## config.mk

```make
export PLATFORM = sky130hd
export DESIGN_NAME = mouse_cursor_tracker_core
export DESIGN_NICKNAME = d
export VERILOG_FILES = /design/src/design/mct_pkg.sv /design/src/design/mouse_cursor_tracker_core.sv
export VERILOG_INCLUDE_DIRS = /design/src /design/src/design
export SDC_FILE = /design/constraint.sdc
export NUM_CORES = 1
export LEC_CHECK = 0
export BUFFER_PORTS_ARGS = -buffer_cell sky130_fd_sc_hd__buf_2
export CORE_MARGIN = 10
export CORE_UTILIZATION = 39
export CTS_BUF_LIST = sky130_fd_sc_hd__clkbuf_4
export DETAILED_ROUTE_END_ITERATION = 16
export GPL_TIMING_DRIVEN = 0
export PLACE_DENSITY = 0.61
export SLEW_MARGIN = 15
export SYNTH_ARGS = -nofsm -noshare
export SYNTH_HDL_FRONTEND = slang
export SYNTH_SLANG_ARGS = --single-unit
```

## constraint.sdc

```tcl
create_clock -name aclk -period 6 [get_ports aclk]
set_clock_uncertainty 0.15 [all_clocks]
set_input_delay 0 -clock aclk [delete_from_list [all_inputs] [get_ports aclk]]
set_output_delay 0 -clock aclk [all_outputs]
set_load 0.03 [all_outputs]
```

## src/design/mouse_cursor_tracker_core_assert.svh

```systemverilog
// assertion macros for the mouse cursor tracker
// expects aclk and aresetn in the scope of the including module
`ifndef MOUSE_CURSOR_TRACKER_CORE_ASSERT_SVH
`define MOUSE_CURSOR_TRACKER_CORE_ASSERT_SVH

// check on every edge outside reset
`define MCT_ASSERT(label, prop, msg) \
    label: assert property (@(posedge aclk) disable iff (!aresetn) prop) else $error(msg);

// check on every edge, reset included
`define MCT_ASSERT_ALWAYS(label, prop, msg) \
    label: assert property (@(posedge aclk) prop) else $error(msg);

`endif

```

## src/design/mct_pkg.sv

```systemverilog
// shared types and constants for the mouse cursor tracker
// no dependencies
package mct_pkg;

    localparam int unsigned CoordW  = 10;
    localparam int unsigned RowsW   = 10;
    localparam int unsigned FrameW  = 11;
    localparam int unsigned ByteW   = 8;
    localparam int unsigned TicksW  = 8;
    localparam int unsigned CfgIdxW = 2;
    localparam int unsigned CfgW    = 10;

    // item kinds
    localparam logic KIND_MOUSE = 1'b0;
    localparam logic KIND_TICK  = 1'b1;

    // configuration register indexes
    typedef enum logic [CfgIdxW-1:0] {
        CFG_X_MAX        = 2'd0,
        CFG_Y_MAX        = 2'd1,
        CFG_SCROLL_ROWS  = 2'd2,
        CFG_RESYNC_TICKS = 2'd3
    } cfg_idx_t;

    // register reset values
    localparam logic [CoordW-1:0] X_MAX_RST        = 10'd639;
    localparam logic [CoordW-1:0] Y_MAX_RST        = 10'd479;
    localparam logic [RowsW-1:0]  SCROLL_ROWS_RST  = 10'd480;
    localparam logic [TicksW-1:0] RESYNC_TICKS_RST = 8'd20;

    typedef struct packed {
        logic             kind;
        logic [ByteW-1:0] mouse_byte;
    } in_t;

    typedef struct packed {
        logic [RowsW-1:0]  row_offset;
        logic [CoordW-1:0] cursor_x;
        logic [CoordW-1:0] cursor_y;
        logic [ByteW-1:0]  button_byte;
    } out_t;

endpackage

```

## src/design/mouse_cursor_tracker_core.sv

```systemverilog
// mouse cursor tracker: ps/2 packet decode, clamped cursor, ping-pong frame scroll
// depends on mct_pkg and mouse_cursor_tracker_core_assert.svh
//
//  channel   dir   handshake          payload
//  s_        in    s_valid/s_ready    in_t  (kind, mouse_byte)
//  m_        out   m_valid/m_ready    out_t (row_offset, cursor_x, cursor_y, button_byte)
//  cfg_      in    cfg_wr_en          cfg_index, cfg_wdata
//
// one transaction per cycle sustained while the result register is empty or being taken; a tick's result
// passes through the input register, then the state update and the result register
// mouse bytes update state only and give no result
// a tick waits in the input register only while the result register is full and not taken
// aresetn is synchronous, active low; clears control state and config to defaults
`include "mouse_cursor_tracker_core_assert.svh"

module mouse_cursor_tracker_core
    import mct_pkg::*;
(
    input  logic               aclk,
    input  logic               aresetn,

    input  logic               s_valid,
    output logic               s_ready,
    input  in_t                s_data,

    output logic               m_valid,
    input  logic               m_ready,
    output out_t               m_data,

    input  logic               cfg_wr_en,
    input  logic [CfgIdxW-1:0] cfg_index,
    input  logic [CfgW-1:0]    cfg_wdata
);

    // configuration registers
    logic [CoordW-1:0] x_max_reg;
    logic [CoordW-1:0] y_max_reg;
    logic [RowsW-1:0]  scroll_rows_reg;
    logic [TicksW-1:0] resync_ticks_reg;

    // input stage
    logic in_valid_reg, in_valid_next;
    in_t  in_reg;

    // tracker state
    logic [FrameW-1:0] frame_count_reg, frame_count_next;
    logic [CoordW-1:0] pos_x_reg, pos_x_next;
    logic [CoordW-1:0] pos_y_reg, pos_y_next;
    logic [ByteW-1:0]  buttons_reg, buttons_next;
    logic [1:0]        bytes_held_reg, bytes_held_next;
    logic [ByteW-1:0]  held_first_reg, held_first_next;
    logic [ByteW-1:0]  held_second_reg, held_second_next;
    logic [TicksW-1:0] stall_ticks_reg, stall_ticks_next;

    // result stage
    logic out_valid_reg, out_valid_next;
    out_t out_reg, out_next;

    logic advance;
    logic is_tick;

    // packet math
    logic signed [11:0] sum_x;
    logic signed [11:0] sum_y;
    logic [CoordW-1:0]  clamp_x;
    logic [CoordW-1:0]  clamp_y;

    // frame counter math
    logic [RowsW-1:0]  rows_eff;
    logic [FrameW-1:0] period;
    logic [FrameW-1:0] fc_inc;
    logic [FrameW-1:0] fc_new;
    logic [FrameW-1:0] offset_w;
    logic [TicksW-1:0] stall_inc;

    assign is_tick = (in_reg.kind == KIND_TICK);
    // a tick moves on only when the result register can take it
    assign advance = in_valid_reg && (!is_tick || !out_valid_reg || m_ready);
    assign s_ready = !in_valid_reg || advance;

    assign m_valid = out_valid_reg;
    assign m_data  = out_reg;

    // cursor update from a completed packet: first byte held, second held, third live
    always_comb begin
        sum_x = $signed({2'b00, pos_x_reg})
              + $signed({{4{held_first_reg[4]}}, held_second_reg});
        sum_y = $signed({2'b00, pos_y_reg})
              - $signed({{4{held_first_reg[5]}}, in_reg.mouse_byte});

        if (sum_x[11]) begin
            clamp_x = '0;
        end else if (sum_x[10:0] > {1'b0, x_max_reg}) begin
            clamp_x = x_max_reg;
        end else begin
            clamp_x = sum_x[9:0];
        end

        if (sum_y[11]) begin
            clamp_y = '0;
        end else if (sum_y[10:0] > {1'b0, y_max_reg}) begin
            clamp_y = y_max_reg;
        end else begin
            clamp_y = sum_y[9:0];
        end
    end

    // ping-pong frame counter: counts up to 2*rows-2, offset folds back past rows
    always_comb begin
        rows_eff = (scroll_rows_reg == '0) ? 10'd1 : scroll_rows_reg;
        period   = {rows_eff, 1'b0} - 11'd1;
        fc_inc   = frame_count_reg + 11'd1;
        fc_new   = (fc_inc >= period) ? '0 : fc_inc;
        offset_w = (fc_new >= {1'b0, rows_eff}) ? (period - fc_new) : fc_new;
        stall_inc = stall_ticks_reg + 8'd1;
    end

    always_comb begin
        in_valid_next    = in_valid_reg;
        frame_count_next = frame_count_reg;
        pos_x_next       = pos_x_reg;
        pos_y_next       = pos_y_reg;
        buttons_next     = buttons_reg;
        bytes_held_next  = bytes_held_reg;
        held_first_next  = held_first_reg;
        held_second_next = held_second_reg;
        stall_ticks_next = stall_ticks_reg;
        out_valid_next   = out_valid_reg;
        out_next         = out_reg;

        if (out_valid_reg && m_ready) begin
            out_valid_next = 1'b0;
        end
        if (s_ready) begin
            in_valid_next = s_valid;
        end

        if (advance) begin
            if (!is_tick) begin
                case (bytes_held_reg)
                    2'd0: begin
                        held_first_next = in_reg.mouse_byte;
                        bytes_held_next = 2'd1;
                    end
                    2'd1: begin
                        held_second_next = in_reg.mouse_byte;
                        bytes_held_next  = 2'd2;
                    end
                    default: begin
                        // third byte completes the packet
                        buttons_next     = held_first_reg;
                        pos_x_next       = clamp_x;
                        pos_y_next       = clamp_y;
                        stall_ticks_next = '0;
                        bytes_held_next  = 2'd0;
                    end
                endcase
            end else begin
                frame_count_next       = fc_new;
                out_valid_next         = 1'b1;
                out_next.row_offset    = offset_w[RowsW-1:0];
                out_next.cursor_x      = pos_x_reg;
                out_next.cursor_y      = pos_y_reg;
                out_next.button_byte   = buttons_reg;
                // partial packet timeout, flush clears the count too
                if (bytes_held_reg != 2'd0) begin
                    if (stall_inc >= resync_ticks_reg) begin
                        bytes_held_next  = 2'd0;
                        stall_ticks_next = '0;
                    end else begin
                        stall_ticks_next = stall_inc;
                    end
                end
            end
        end
    end

    // control state and configuration
    always_ff @(posedge aclk) begin
        if (!aresetn) begin
            in_valid_reg     <= 1'b0;
            out_valid_reg    <= 1'b0;
            frame_count_reg  <= '0;
            pos_x_reg        <= '0;
            pos_y_reg        <= '0;
            buttons_reg      <= '0;
            bytes_held_reg   <= '0;
            stall_ticks_reg  <= '0;
            x_max_reg        <= X_MAX_RST;
            y_max_reg        <= Y_MAX_RST;
            scroll_rows_reg  <= SCROLL_ROWS_RST;
            resync_ticks_reg <= RESYNC_TICKS_RST;
        end else begin
            in_valid_reg    <= in_valid_next;
            out_valid_reg   <= out_valid_next;
            frame_count_reg <= frame_count_next;
            pos_x_reg       <= pos_x_next;
            pos_y_reg       <= pos_y_next;
            buttons_reg     <= buttons_next;
            bytes_held_reg  <= bytes_held_next;
            stall_ticks_reg <= stall_ticks_next;
            if (cfg_wr_en) begin
                case (cfg_idx_t'(cfg_index))
                    CFG_X_MAX:        x_max_reg        <= cfg_wdata[CoordW-1:0];
                    CFG_Y_MAX:        y_max_reg        <= cfg_wdata[CoordW-1:0];
                    CFG_SCROLL_ROWS:  scroll_rows_reg  <= cfg_wdata[RowsW-1:0];
                    CFG_RESYNC_TICKS: resync_ticks_reg <= cfg_wdata[TicksW-1:0];
                    default: ;
                endcase
            end
        end
    end

    // payload registers
    always_ff @(posedge aclk) begin
        if (s_ready) begin
            in_reg <= s_data;
        end
        held_first_reg  <= held_first_next;
        held_second_reg <= held_second_next;
        out_reg         <= out_next;
    end

    // a new result only ever comes from a tick leaving the input stage
    `MCT_ASSERT(a_result_from_tick, $rose(out_valid_reg) |-> $past(advance && is_tick), "no tick")
    // the byte count never reaches three
    `MCT_ASSERT(a_bytes_held_range, bytes_held_reg != 2'd3, "bytes_held out of range")
    // frame counter stays below the largest period
    `MCT_ASSERT(a_frame_range, frame_count_reg <= 11'd2044, "frame counter past period")
    // timeout count runs only with a partial packet pending
    `MCT_ASSERT(a_stall_needs_bytes, stall_ticks_reg != '0 |-> bytes_held_reg != 2'd0, "stray count")
    // reset empties both stages
    `MCT_ASSERT_ALWAYS(a_reset_empty, !aresetn |=> !in_valid_reg && !out_valid_reg, "not empty")

endmodule
```

* Word level (Yosys, flattened, before mapping)
Cells that the tools add are included.
W data, S select, Z words.
** Word-level totals
- Register bits after elaboration :: 152
- Input port bits :: 26
- Output and inout bits :: 40
** Operators by class
- Add/subtract/negate cells :: 6
- $lt $le $gt $ge :: 5
- Eq/ne operators :: 7
- Multiplexer cells :: 18
- Bitwise operators :: 2
- Reductions and logical operators :: 23
** Operators by type and width (number)
- $mux W10 :: 6
- $mux W8 :: 4
- $gt A11 B10 Y1 :: 2
- $reduce_and A3 Y1 :: 5
- $add A11 B9 Y12 :: 1
- $sub A11 B9 Y12 :: 1
- $add A11 B1 Y11 const B :: 1
- $ge A11 B10 Y1 :: 1
- $ge A11 B11 Y1 :: 1
- $mux W11 :: 1
- $sub A11 B1 Y11 const B :: 1
- $logic_not A10 Y1 :: 1
- $reduce_and A2 Y1 :: 5
- $sub A10 B10 Y10 :: 1
- $add A8 B1 Y8 const B :: 1
- $ge A8 B8 Y1 :: 1
- $mux W2 :: 3
- $ne A2 B1 Y1 const B :: 3
- $eq A2 B1 Y1 const B :: 2
- $eq A2 B2 Y1 const B :: 2
- $logic_not A2 Y1 :: 2
- $pmux W2 S2 :: 1
- $logic_not A1 Y1 :: 3
- $logic_or A1 B1 Y1 :: 3
- other kinds (5) :: 9

* Longest topological paths before layout
- Word-level depth :: 7
- Gate-level depth with buffers :: 24

* Worst setup path before layout
OpenSTA, ideal clock, no wires.
- Kind :: reg2reg
- Start point :: register scroll_rows_reg[2]
- End point :: register out_reg (netlist bit m_data[28]), data pin
- Library setup time :: 258 ps
- Arrival :: 4704 ps
- Required time :: 5592 ps
- Slack :: 888 ps
- Cell stages (with the launch flop) :: 24
- Buffers on the path :: 3
- Period minus slack after synthesis :: 5112 ps
- Cells stage by stage :: dfxtp_1 nor4_1 and3_1 a31oi_1 ha_1 and3_1 xnor2_1 inv_1 ha_1 a211oi_1 o221ai_1 a311oi_4 buf_2 nand2_1 inv_1 ha_1 a21o_1 a211o_1 a41oi_1 o21ai_0 a221o_1 buf_4 buf_6 xnor2_1
** On the way
- Word-level cells in the longest chain between the ends :: 7
- Elaborated cells on any way between the ends :: 8
- Classes of those cells :: add/sub: 2; order compare: 2; mux: 3; reduce/logical: 1
** Ends and longest elaborated chain
- from (decl) :: line mouse_cursor_tracker_core.sv:38 : logic [RowsW-1:0] scroll_rows_reg;
- from (signal assigned) :: line mouse_cursor_tracker_core.sv:206 : CFG_SCROLL_ROWS: scroll_rows_reg <= cfg_wdata[RowsW-1:0];
- $logic_not A10 Y1 :: line mouse_cursor_tracker_core.sv:110 : rows_eff = (scroll_rows_reg == '0) ? 10'd1 : scroll_rows_reg;
- $mux W10 * :: line mouse_cursor_tracker_core.sv:110
- $sub A11 B1 Y11 * :: line mouse_cursor_tracker_core.sv:111 : period = {rows_eff, 1'b0} - 11'd1;
- $ge A11 B11 Y1 * :: line mouse_cursor_tracker_core.sv:113 : fc_new = (fc_inc >= period) ? '0 : fc_inc;
- $mux W11 * :: line mouse_cursor_tracker_core.sv:113
- named net fc_new[4] :: line mouse_cursor_tracker_core.sv:72 : logic [FrameW-1:0] fc_new;
- $ge A11 B10 Y1 * :: line mouse_cursor_tracker_core.sv:114 : offset_w = (fc_new >= {1'b0, rows_eff}) ? (period - fc_new) : fc_new;
- $mux W10 * :: line mouse_cursor_tracker_core.sv:114
- named net offset_w[0] :: line mouse_cursor_tracker_core.sv:73 : logic [FrameW-1:0] offset_w;
- to (signal assigned) :: line mouse_cursor_tracker_core.sv:221 : out_reg <= out_next;
- to (decl) :: line mouse_cursor_tracker_core.sv:57 : out_t out_reg, out_next;
Mark *: on every way through the listed nets, which the timed path passes. The rest lies on a longest branch.
A chain may end at the register's enable or synchronous reset.

* Worst setup path after layout
- Start point :: register scroll_rows_reg[2]
- End point :: register out_reg (netlist bit m_data[35]), data pin
** On the way
- Word-level cells in the longest chain between the ends :: 7
- Elaborated cells on any way between the ends :: 8
- Classes of those cells :: add/sub: 2; order compare: 2; mux: 3; reduce/logical: 1
** Ends and longest elaborated chain (line)
- $logic_not A10 Y1 :: mouse_cursor_tracker_core.sv:110
- $mux W10 * :: mouse_cursor_tracker_core.sv:110
- $sub A11 B1 Y11 * :: mouse_cursor_tracker_core.sv:111
- $ge A11 B11 Y1 * :: mouse_cursor_tracker_core.sv:113
- $mux W11 * :: mouse_cursor_tracker_core.sv:113
- named net fc_new[4] :: mouse_cursor_tracker_core.sv:72
- $sub A10 B10 Y10 or $ge A11 B10 Y1 (tied branches) :: mouse_cursor_tracker_core.sv:114
- $mux W10 * :: mouse_cursor_tracker_core.sv:114
- named net offset_w[7] :: mouse_cursor_tracker_core.sv:73
Marks and branches as above.

==> impl_metrics.tcl <==
set metrics [dict create \
    reg2reg_to "m_data[35]" \
    yosys_warnings 0 \
    numCtsBuffers 17 \
    holdCritStartpoint "cfg_wdata[8]" \
    hp-class "primary input to flop" \
    place_area_mm2 0.00914 \
    synth_xor_area_share_pct 4.56 \
    r2r_slack_ns 0.37 \
    tns_ns 0 \
    worstPathRequired_ns 6.20 \
    die-area_mm2 0.0280 \
    synthAdderAreaFrac_pct 12.6 \
    slew_viol_final 0 \
    stdcell_count 1320 \
    whs_path_depth 4 \
    timing.final.crit_period_ns 5.63 \
    power_mw 2.05 \
    die_h_um 167 \
    drtIter0Drc 394 \
    multi_input_area_mm2 0.00437 \
    grt_max_degree 28 \
    synth-edff-count 63 \
    synth-seq-area-share_pct 43.5 \
    num_rows 53 \
    port_buffers 64 \
    fillers 2028 \
    htreeDepth 4 \
    fp.dieW_um 167 \
    ant_nets 0 \
    finalWirelength_um 20600 \
    grt_overflow 0 \
    syn_inst 892 \
    numClockSinks 152 \
    syn_nets 1002 \
    cts_buffer_depth 2 \
    nets 1141 \
    r2r_cells 24 \
    grt_pass1_vias 6612 \
    final_layout_size_suffix_gt1_share_pct 11.5 \
    root_buffer "clkbuf_4" \
    synth.avg_cell_area_um2 9.47 \
    worstMarginPinSlew_ns 0.833 \
    fin_crit_sh_pct 93.8 \
    timing.rr.start "scroll_rows_reg[2]" \
    wl_per_cell_um 15.6 \
    yosys.area_share.simple_pct 15.2 \
    dpl.hpwl_um 15300 \
    regArea_mm2 0.00367 \
    dp_cells 1232 \
    critical_path_class "flop to flop" \
    clkSlewWorstSetupHoldPaths_ns 0.15 \
    drc 0 \
    grt_setup_unrepaired "false" \
    syn-cell-area_mm2 0.00845 \
    final_cell_mix "nand2_1, dfxtp_1, inv_1, ha_1, buf_2" \
    holdPathEnd "y_max_reg[8]" \
    cts_tree "done" \
    finalHoldViolations 0 \
    final_common_cell "nand2_1" \
    setup_violations 0 \
    synth_compound_area_share_pct 15.5 \
    relSlewSlack_pct 44.4 \
    globalplace.congestion 0.862 \
    final_area_mm2 0.0100 \
    initial_utilization_pct 39.9 \
    post_drt_via_cell_ratio 5.08 \
    vdd_drop_max_mv 0.103 \
    start_kind "flop" \
    synth_seq_cells 152 \
    crit_start "scroll_rows_reg[2]" \
    power_density_mw_per_mm2 204 \
    async_flop_share_pct 0 \
    maxCapViolCount 0 \
    vias 6699 \
    first_pass_iters 5 \
    synthFlopType "dfxtp_1" \
    clock_latency_ns 0.58 \
    antenna_found_initial 1 \
    crit_fanout 10 \
    grt_use_total_pct 14.7 \
    cp.arrival_ns 5.83 \
    grt_first_pass_wirelength_um 33900 \
    fmax_ghz 0.178 \
    core_mm2 0.0212 \
    io_pins 66 \
    synth_top_family_by_area "compound AO/OA/AOI/OAI gates" \
    whs_ns 0.109 \
    p_leak_nw 4.39 \
    syn_to_final_growth_pct 18.4 \
    synth.area.mux_share_pct 3.55 \
    synth.distinct_cells 65 \
    largest_reg_flops 38 \
    status "finished clean" \
    cp-end-kind "flop" \
]
per-layer routing:
metal	share of wire, %	global-route usage [%]
met2	46	23.9
met4	1.4	4.73
met1	48	19.4
met5	0	0
met3	3.7	2.43
synthesized netlist by cell type (9+ instances only):
library cell | instances | area [µm²]
dfxtp_1 | 89 | 1780
nor2_1 | 40 | 150
mux2i_1 | 30 | 300
and3_1 | 9 | 56.3
o21ai_1 | 11 | 55.1
a21oi_1 | 55 | 275
o211ai_1 | 22 | 165
nor2b_1 | 12 | 75.1
clkbuf_1 | 16 | 60.1
nand2_1 | 127 | 477
ha_1 | 82 | 1030
edfxtp_1 | 63 | 1890
xor2_1 | 11 | 96.3
nand4_1 | 11 | 68.8
a21o_1 | 11 | 82.6
inv_1 | 83 | 312
xnor2_1 | 33 | 289
nor3_1 | 9 | 45.0
nand3_1 | 23 | 115
o21a_1 | 14 | 105
o21ai_0 | 41 | 205
how the worst max path moves through the flow:
stage	endpoint	depth (start not counted)
3_3_place_gp	m_data[31]	24
5_1_grt	m_data[33]	24
2_1_floorplan	m_data[28]	23
6_report	m_data[35]	24
4_1_cts	m_data[35]	24
3_5_place_dp	m_data[35]	24
final cells by class:
type	count	area share, %
inverter	84	3.16
clock buffer	17	1.28
multi-input combinational	631	43.6
antenna	1	0.0250
timing repair buffer	120	8.85
buffer	25	1.18
tap	275	3.44
sequential	152	36.7
clock inverter	15	1.73
power by group:
group	switching, mW	leakage, nW	internal [mW]
sequential	0.0179	1.31	1.10
clock	0.442	0.164	0.232
combinational	0.148	2.92	0.107
total	0.608	4.39	1.44
kinds of logic after synthesis:
logic type / Yosys count
buf+inv: 109
flops: 152
xor+xnor: 44
fa+ha+maj: 84
simple gates: 270
compound gates: 203
mux: 30
what timing repair did:
| action | in CTS | in global routing |
|---|---|---|
| hold endpoints to repair | 66 | 0 |
| pin swaps | 1 | 1 |
| gates resized for setup | 0 | 4 |
| hold buffers | 53 | 0 |
| endpoints found under the setup margin | 6 | 10 |
| cloned | 0 | 0 |
| setup buffers | 0 | 2 |
metrics by stage:
step / utilization (%) / setup WS (ns)
after floorplan: - / 0.888
after global placement: 43.1 / 0.0306
after detailed placement: 43.2 / 0.0184
after CTS: 47.1 / 0.0268
after global routing: 47.3 / 0.00195
final: 47.3 / 0.374
critical path, stage by stage, from the launching register on:
cell	delay, ns
dfxtp_1	0.43
nor4_4	0.33
and3_1	0.27
a31oi_2	0.17
ha_1	0.31
and3_1	0.21
xnor2_1	0.23
inv_1	0.07
ha_1	0.18
a211oi_1	0.23
o221ai_1	0.24
a311oi_4	0.36
clkbuf_4	0.29
nand2_1	0.12
inv_1	0.08
ha_1	0.23
a21o_1	0.16
a211o_1	0.28
a41oi_1	0.18
o21ai_0	0.12
a221o_1	0.29
buf_4	0.17
buf_6	0.14
nand2_1	0.05
o21ai_0	0.07
Power figures use the tool's default switching activity.
